$ cat src/rtl/pcgrr_pkg.sv
`timescale 1ns / 1ps
// ----------------------------------------------------------------------------
// pcgrr_pkg
// Shared constants and types for the PCG random generator with ranged actions.
// ----------------------------------------------------------------------------
package pcgrr_pkg;

  localparam int unsigned DataW = 64;
  localparam int unsigned HalfW = DataW / 2;

  localparam logic [DataW-1:0] LcgMul  = 64'd6364136223846793005;
  localparam logic [DataW-1:0] LcgInc  = 64'd1442695040888963407;
  localparam logic [DataW-1:0] PermMul = 64'd12605985483714917081;

  // RXS-M-XS shift amounts
  localparam int unsigned RxsSel  = 59;
  localparam logic [5:0]  RxsBase = 6'd5;
  localparam int unsigned XsShift = 43;

  typedef enum logic [2:0] {
    ACT_RAW  = 3'd0,
    ACT_BERN = 3'd1,
    ACT_UNI  = 3'd2,
    ACT_SKEW = 3'd3,
    ACT_AVG  = 3'd4
  } action_e;

  // start request / completion between the sequencer and an arithmetic unit
  typedef struct packed {
    logic start;
  } unit_req_t;

  typedef struct packed {
    logic done;
  } unit_rsp_t;

endpackage

$ cat src/rtl/pcgrr_mul.sv
`timescale 1ns / 1ps
// ----------------------------------------------------------------------------
// pcgrr_mul
// Iterative 64x64 multiplier, low 64 bits of the product, built from one
// 32x32 multiplier used for the low term and then the two cross terms.
// ----------------------------------------------------------------------------
module pcgrr_mul (
  input  logic                       clk_i,
  input  logic                       rst_ni,
  input  pcgrr_pkg::unit_req_t       req_i,
  input  logic [pcgrr_pkg::DataW-1:0] a_i,
  input  logic [pcgrr_pkg::DataW-1:0] b_i,
  output pcgrr_pkg::unit_rsp_t       rsp_o,
  output logic [pcgrr_pkg::DataW-1:0] prod_o
);
  import pcgrr_pkg::*;

  logic [DataW-1:0] a_q, b_q, acc_q, acc_d;
  logic [1:0]       step_q;
  logic             busy_q, done_q;
  logic [HalfW-1:0] op_a, op_b;
  logic [DataW-1:0] part;

  // partial products: lo*lo, then the two cross terms (only their low half lands)
  always_comb begin
    case (step_q)
      2'd0:    begin op_a = a_q[HalfW-1:0];     op_b = b_q[HalfW-1:0];     end
      2'd1:    begin op_a = a_q[HalfW-1:0];     op_b = b_q[DataW-1:HalfW]; end
      default: begin op_a = a_q[DataW-1:HalfW]; op_b = b_q[HalfW-1:0];     end
    endcase
  end

  assign part = op_a * op_b;

  always_comb begin
    if (step_q == 2'd0) begin
      acc_d = part;
    end else begin
      acc_d = acc_q + {part[HalfW-1:0], {HalfW{1'b0}}};
    end
  end

  always_ff @(posedge clk_i or negedge rst_ni) begin
    if (!rst_ni) begin
      busy_q <= 1'b0;
      done_q <= 1'b0;
      step_q <= 2'd0;
    end else begin
      done_q <= 1'b0;
      if (req_i.start) begin
        busy_q <= 1'b1;
        step_q <= 2'd0;
      end else if (busy_q) begin
        if (step_q == 2'd2) begin
          busy_q <= 1'b0;
          done_q <= 1'b1;
          step_q <= 2'd0;
        end else begin
          step_q <= step_q + 2'd1;
        end
      end
    end
  end

  always_ff @(posedge clk_i) begin
    if (req_i.start) begin
      a_q <= a_i;
      b_q <= b_i;
    end else if (busy_q) begin
      acc_q <= acc_d;
    end
  end

  assign rsp_o.done = done_q;
  assign prod_o     = acc_q;

endmodule

$ cat src/rtl/pcgrr_div.sv
`timescale 1ns / 1ps
// ----------------------------------------------------------------------------
// pcgrr_div
// Radix-2 restoring modulo unit: one remainder bit per cycle.
// ----------------------------------------------------------------------------
module pcgrr_div (
  input  logic                        clk_i,
  input  logic                        rst_ni,
  input  pcgrr_pkg::unit_req_t        req_i,
  input  logic [pcgrr_pkg::DataW-1:0] num_i,
  input  logic [pcgrr_pkg::DataW-1:0] den_i,
  output pcgrr_pkg::unit_rsp_t        rsp_o,
  output logic [pcgrr_pkg::DataW-1:0] rem_o
);
  import pcgrr_pkg::*;

  localparam int unsigned CntW = $clog2(DataW);

  logic [DataW-1:0] num_q, den_q, rem_q, rem_d;
  logic [DataW:0]   trial;
  logic [CntW-1:0]  cnt_q;
  logic             busy_q, done_q;

  // shift in the next numerator bit, subtract the divisor when it fits
  assign trial = {rem_q, num_q[DataW-1]};
  always_comb begin
    if (trial >= {1'b0, den_q}) begin
      rem_d = DataW'(trial - {1'b0, den_q});
    end else begin
      rem_d = trial[DataW-1:0];
    end
  end

  always_ff @(posedge clk_i or negedge rst_ni) begin
    if (!rst_ni) begin
      busy_q <= 1'b0;
      done_q <= 1'b0;
      cnt_q  <= '0;
    end else begin
      done_q <= 1'b0;
      if (req_i.start) begin
        busy_q <= 1'b1;
        cnt_q  <= CntW'(DataW - 1);
      end else if (busy_q) begin
        if (cnt_q == '0) begin
          busy_q <= 1'b0;
          done_q <= 1'b1;
        end else begin
          cnt_q <= cnt_q - 1'b1;
        end
      end
    end
  end

  always_ff @(posedge clk_i) begin
    if (req_i.start) begin
      num_q <= num_i;
      den_q <= den_i;
      rem_q <= '0;
    end else if (busy_q) begin
      num_q <= {num_q[DataW-2:0], 1'b0};
      rem_q <= rem_d;
    end
  end

  assign rsp_o.done = done_q;
  assign rem_o      = rem_q;

endmodule

$ cat src/rtl/pcg_random_with_ranges.sv
`timescale 1ns / 1ps
// ----------------------------------------------------------------------------
// pcg_random_with_ranges
// PCG RXS-M-XS 64/64 generator with raw, Bernoulli, uniform, skewed and
// two-draw average actions, sequenced over a shared multiplier and modulo unit.
// ----------------------------------------------------------------------------
// Sequence: a draw is two passes through the multiplier (LCG step, then the
//   permutation); each ranged draw adds a pass through the bit-serial modulo
//   unit. Raw and Bernoulli take one draw, uniform one ranged draw, skewed and
//   average two; an empty range or unknown action goes straight to S_DONE.
// Throughput: one transaction at a time; in_ready_o is high only when idle.
// Reset: state and seed load to zero, no result pending.
// ----------------------------------------------------------------------------
module pcg_random_with_ranges (
  input  logic                        clk_i,
  input  logic                        rst_ni,
  input  logic                        cfg_we_i,
  input  logic [pcgrr_pkg::DataW-1:0] cfg_wdata_i,
  input  logic                        in_valid_i,
  output logic                        in_ready_o,
  input  logic [2:0]                  action_i,
  input  logic [pcgrr_pkg::DataW-1:0] low_bound_i,
  input  logic [pcgrr_pkg::DataW-1:0] high_bound_i,
  input  logic [pcgrr_pkg::DataW-1:0] prob_threshold_i,
  output logic                        out_valid_o,
  input  logic                        out_ready_i,
  output logic [pcgrr_pkg::DataW-1:0] value_o,
  output logic                        hit_o,
  output logic                        error_o
);
  import pcgrr_pkg::*;

  typedef enum logic [7:0] {
    S_IDLE      = 8'b0000_0001,
    S_LCG_GO    = 8'b0000_0010,
    S_LCG_WAIT  = 8'b0000_0100,
    S_PERM_GO   = 8'b0000_1000,
    S_PERM_WAIT = 8'b0001_0000,
    S_MOD_GO    = 8'b0010_0000,
    S_MOD_WAIT  = 8'b0100_0000,
    S_DONE      = 8'b1000_0000
  } fsm_e;

  fsm_e             fsm_q, fsm_d;
  logic [DataW-1:0] gen_q;
  logic [2:0]       action_q;
  logic [DataW-1:0] lo_q, thr_q;
  logic [DataW-1:0] range_q, draw_q, first_q;
  logic             second_q;
  logic [DataW-1:0] res_value_q;
  logic             res_hit_q, res_err_q;
  logic [DataW-1:0] value_q;
  logic             hit_q, err_q, out_valid_q;

  unit_req_t        mul_req, div_req;
  unit_rsp_t        mul_rsp, div_rsp;
  logic [DataW-1:0] mul_a, mul_b, mul_prod, div_rem;
  logic [5:0]       rxs_amt;
  logic [DataW-1:0] rxs, perm_out, uni, avg;
  logic             accept, ranged, out_free;

  assign accept   = in_valid_i && in_ready_o;
  assign ranged   = action_i inside {ACT_UNI, ACT_SKEW, ACT_AVG};
  assign out_free = !out_valid_q || out_ready_i;

  // random xorshift on the fresh state
  assign rxs_amt  = {1'b0, gen_q[DataW-1:RxsSel]} + RxsBase;
  assign rxs      = (gen_q >> rxs_amt) ^ gen_q;
  assign perm_out = (mul_prod >> XsShift) ^ mul_prod;
  assign uni      = div_rem + lo_q;
  assign avg      = (first_q >> 1) + (uni >> 1) + {{(DataW-1){1'b0}}, first_q[0] & uni[0]};

  assign mul_req.start = (fsm_q == S_LCG_GO) || (fsm_q == S_PERM_GO);
  assign mul_a         = (fsm_q == S_LCG_GO) ? gen_q : rxs;
  assign mul_b         = (fsm_q == S_LCG_GO) ? LcgMul : PermMul;
  assign div_req.start = (fsm_q == S_MOD_GO);

  pcgrr_mul u_mul (
    .clk_i  (clk_i),
    .rst_ni (rst_ni),
    .req_i  (mul_req),
    .a_i    (mul_a),
    .b_i    (mul_b),
    .rsp_o  (mul_rsp),
    .prod_o (mul_prod)
  );

  pcgrr_div u_div (
    .clk_i  (clk_i),
    .rst_ni (rst_ni),
    .req_i  (div_req),
    .num_i  (draw_q),
    .den_i  (range_q),
    .rsp_o  (div_rsp),
    .rem_o  (div_rem)
  );

  always_comb begin
    fsm_d = fsm_q;
    case (fsm_q)
      S_IDLE: begin
        if (accept) begin
          if (action_i > ACT_AVG || (ranged && low_bound_i >= high_bound_i)) begin
            fsm_d = S_DONE;
          end else begin
            fsm_d = S_LCG_GO;
          end
        end
      end
      S_LCG_GO:    fsm_d = S_LCG_WAIT;
      S_LCG_WAIT:  if (mul_rsp.done) fsm_d = S_PERM_GO;
      S_PERM_GO:   fsm_d = S_PERM_WAIT;
      S_PERM_WAIT: begin
        if (mul_rsp.done) begin
          if (action_q == ACT_RAW || action_q == ACT_BERN) begin
            fsm_d = S_DONE;
          end else begin
            fsm_d = S_MOD_GO;
          end
        end
      end
      S_MOD_GO:    fsm_d = S_MOD_WAIT;
      S_MOD_WAIT: begin
        if (div_rsp.done) begin
          if (action_q == ACT_UNI || second_q) begin
            fsm_d = S_DONE;
          end else begin
            fsm_d = S_LCG_GO;
          end
        end
      end
      S_DONE:      if (out_free) fsm_d = S_IDLE;
      default:     fsm_d = S_IDLE;
    endcase
  end

  always_ff @(posedge clk_i or negedge rst_ni) begin
    if (!rst_ni) begin
      fsm_q       <= S_IDLE;
      gen_q       <= '0;
      out_valid_q <= 1'b0;
      second_q    <= 1'b0;
    end else begin
      fsm_q <= fsm_d;
      if (cfg_we_i) begin
        gen_q <= cfg_wdata_i;
      end else if (fsm_q == S_LCG_WAIT && mul_rsp.done) begin
        gen_q <= mul_prod + LcgInc;
      end
      if (accept) begin
        second_q <= 1'b0;
      end else if (fsm_q == S_MOD_WAIT && div_rsp.done) begin
        second_q <= 1'b1;
      end
      if (fsm_q == S_DONE && out_free) begin
        out_valid_q <= 1'b1;
      end else if (out_ready_i) begin
        out_valid_q <= 1'b0;
      end
    end
  end

  always_ff @(posedge clk_i) begin
    if (accept) begin
      action_q    <= action_i;
      lo_q        <= low_bound_i;
      thr_q       <= prob_threshold_i;
      range_q     <= high_bound_i - low_bound_i;
      res_value_q <= '0;
      res_hit_q   <= 1'b0;
      res_err_q   <= ranged && (low_bound_i >= high_bound_i);
    end
    if (fsm_q == S_PERM_WAIT && mul_rsp.done) begin
      draw_q      <= perm_out;
      res_value_q <= perm_out;
      res_hit_q   <= (action_q == ACT_BERN) && (perm_out <= thr_q);
    end
    if (fsm_q == S_MOD_WAIT && div_rsp.done) begin
      first_q <= uni;
      // skewed: second range is (bound - low), bound being the first draw plus one
      if (action_q == ACT_SKEW && !second_q) begin
        range_q <= div_rem + 1'b1;
      end
      if (action_q == ACT_AVG && second_q) begin
        res_value_q <= avg;
      end else begin
        res_value_q <= uni;
      end
    end
    if (fsm_q == S_DONE && out_free) begin
      value_q <= res_value_q;
      hit_q   <= res_hit_q;
      err_q   <= res_err_q;
    end
  end

  assign in_ready_o  = (fsm_q == S_IDLE);
  assign out_valid_o = out_valid_q;
  assign value_o     = value_q;
  assign hit_o       = hit_q;
  assign error_o     = err_q;

endmodule

$ cat config.mk
export PLATFORM = sky130hd
export DESIGN_NAME = pcg_random_with_ranges
export DESIGN_NICKNAME = d
export VERILOG_FILES = /design/src/rtl/pcgrr_pkg.sv /design/src/rtl/pcgrr_mul.sv /design/src/rtl/pcgrr_div.sv /design/src/rtl/pcg_random_with_ranges.sv
export SDC_FILE = /design/constraint.sdc
export NUM_CORES = 2
export LEC_CHECK = 0
export BUFFER_PORTS_ARGS = -buffer_cell sky130_fd_sc_hd__buf_2
export CAP_MARGIN = 20
export CORE_MARGIN = 3
export CORE_UTILIZATION = 40
export DETAILED_ROUTE_END_ITERATION = 7
export GPL_ROUTABILITY_DRIVEN = 1
export PLACE_DENSITY = 0.55
export SLEW_MARGIN = 20
export SYNTH_ARGS = -nofsm -noshare
export SYNTH_HDL_FRONTEND = slang
export SYNTH_SLANG_ARGS = --single-unit
export TNS_END_PERCENT = 30
$ cat constraint.sdc
create_clock -name clk_i -period 12.9 [get_ports clk_i]
set_input_delay 1.935 -clock clk_i [delete_from_list [all_inputs] [get_ports clk_i]]
set_output_delay 1.935 -clock clk_i [all_outputs]
set_load 0.005 [all_outputs]
==> results.md <==
- Status: finished, final reports clean
- Slowest cell on the critical path: dfrtp_2
- Grt peak-use layer: met2
- Total vias in the final route: 69.1k
- MaxCap Viol Count: 0
- # nets final: 11.1k
- Most common cell after layout, fill and taps aside: inv_1
- CTS-repair resized insts: 0
- Worst Path Max Fanout: 12
- Net count after synthesis: 10.9k
- Total Die Area: roughly 0.22 sq mm
- First-pass GRT wire length: between 400 and 500 mm
- Synthesized area per cell: between 9 and 10 sq um
- Clock latency at the later pin of the worst-skew pair: 0.78 ns
- Antenna-violating nets left: 0
- Sequential-to-total area share from yosys stat: 28.2%
- Post-synth EDFFs: ~650
- Seq cells post-synth: between 800 and 900
- Crit path buf inv count: 4
- Starting DRT DRC Count: 6,266
- Distinct cell type count of the synthesized netlist: 90
- Synth Area in Simple Gates: between 10% and 20%
- Synth top area cells: edfxtp_1, fa_1, ha_1
- Chip Width: about 470 um
- Hold buffers post-CTS: 0
- Clk Tree Root Cell: clkbuf_16
- Worst Tran Pin Value: 1.09 ns
- Synth-to-Final Area Change: 9.62%
- DRC errors left: 0
- Cts bufs inserted: about 100
- TNS Setup: 0 ns
- CTS tree: yes
- Final Hold Vio Count: 0
- CORE AREA: ~0.21 sq mm
- Peak Freq: just over 0.09 GHz
- Met2 usage: 48.8%
- Vias per cell: about 5.7
- Initial antenna violation count: 25
- M1 GR Usage: 42.8%
- DRT Pass-1 Iters: 6
- # IOs: approximately 330
- Delay-heaviest family, CP: adder cells
- Slew HR: around 27%
- Largest family of logic cells by synthesized area: adder cells
- Unrepaired setup endpoints after global routing: false
- Ys async rst share: between 9 and 10%
- GPL Wtd Cong: between 0.9 and 1
- Compound-Gate Fraction of Synth Area: 14.6%
- Reg clk slew, reported paths: ~0.070 ns
- Worst EP arrival: about 12 ns
- Crit path launch type: flip-flop
- Slew Viols, Final: 0
- Die height: around 470 um
- Total congestion overflow: 0
- Post-synth design cell area: ~0.086 sq mm
- Crit share post-route: between 80% and 90%
- WS Path Type: flip-flop to flip-flop
- Crit-path max cell delay: 0.73 ns
- WP data required: roughly 14 ns
- Fin crit period: about 11 ns
- Synthesis Warnings: 0
- IO buf count: 331
- Vias in the first global route: a little under 70k
- Most frequent cells in the layout: inv_1, nand2_1, fa_1
- Clk buf depth: 3
- Main synth FF type: edfxtp_1
- Final Skew: ~0.047 ns
- Htree depth: 3
- FP Rows: 169
- Kind of end point of the critical path: flip-flop
- Total GRT Usage: 30.8%
- Synth area leader: edfxtp_1
- Post-Syn Instances: between 9k and 10k
- Drt wl/cell: roughly 28 um
- Tightest Hold Check Type: flip-flop to flip-flop
- Global routing usage on met3: under 10%
- Share of layout cells above drive strength 1: 8.44%
- Yosys top cell area share: between 20 and 25%
- Mux share of post-synthesis cell area: roughly 2.8%
- Final Setup Violations: 0
- Synth Area in Adders: a little under 30%
- Largest net degree at the start of global routing: 86
- WL final: around 350 mm
- CTS sink cnt: 863
- Post-synthesis xor/xnor area fraction: around 5.2%
- Starting Density: 40.4%
- Dpl hpwl: about 290 mm
- Setup bufs post-CTS: 0
## cell type report
cell class,instances,area (sq um)
diodes,13,32.5
clock buffers,114,2600
clock inverters,73,945
fillers,20726,119000
inverters,1288,4850
multi-input cells,6586,55500
flip-flops and latches,863,24200
well taps,2821,3530
repair buffers,441,2500
## path summary, 6_finish.rpt
path | from | endpoint | slack [ns] | cells after the start
worst max-delay path | u_mul.step_q[1] | u_mul.prod_o[63] | 1.86 | 37
worst min-delay path | res_value_q[56] | value_o[56] | 0.40 | 0
worst max register to register | u_mul.step_q[1] | u_mul.prod_o[63] | 1.86 | 37
worst min register to register | res_value_q[56] | value_o[56] | 0.40 | 0
max in group asynchronous | rst_ni | gen_q[59] | 10.47 | 2
min in group asynchronous | rst_ni | gen_q[10] | 1.07 | 1
## layer usage
| layer | routed length (um) | part of all wire, % |
|---|---|---|
| met3 | 21500 | 6.2 |
| met4 | 15500 | 4.5 |
| met1 | 152000 | 44 |
| met2 | 157000 | 45 |
| met5 | 73 | 0.021 |
## cells by family (layout without fill, tap and decap cells)
logic type,count (synthesis),in the layout
multiplexers,186,186
other,0,13
flip-flops,863,863
adder cells (fa/ha/maj),1514,1514
XOR/XNOR,513,513
AND/OR/NAND/NOR,2359,2359
AO/OA/AOI/OAI,2014,2014
buffers and inverters,1672,1916
## synthesized netlist by cell type (all sizes together), types with 125 or more instances
cell / number
dfxtp: 128
nand2: 900
xor2: 222
ha: 679
clkbuf: 344
nand3: 133
o21ai: 497
inv: 1282
a21o: 234
xnor2: 291
a21oi: 654
fa: 835
edfxtp: 649
nor2: 638
nand4: 125
## state kept, by name, summed over array words and instances (netlist names), 3 cells and up
register,count
action_q,3
draw_q,64
first_q,64
fsm_q,8
gen_q,64
lo_q,64
range_q,64
res_value_q,64
thr_q,64
u_div.cnt_q,6
u_div.den_q,64
u_div.num_q,64
u_div.rem_o,64
u_mul.a_q,64
u_mul.prod_o,64
value_o,64
## per-stage QoR
step	hold slack, ns	instances	setup slack [ns]	area, sq um	utilization, %
3_5_place_dp	0.405	11999	2.16	90600	42.6
5_1_grt	0.421	12189	1.27	94200	44.2
4_1_cts	0.400	12186	2.07	94200	44.2
6_report	0.398	12199	1.86	94200	44.2
2_1_floorplan	0.400	9121	2.87	85900	-
3_3_place_gp	0.401	11999	2.17	90600	42.5
Power is not shown: default switching activity piles up to over one toggle a cycle in this logic, so the estimate is an artifact.
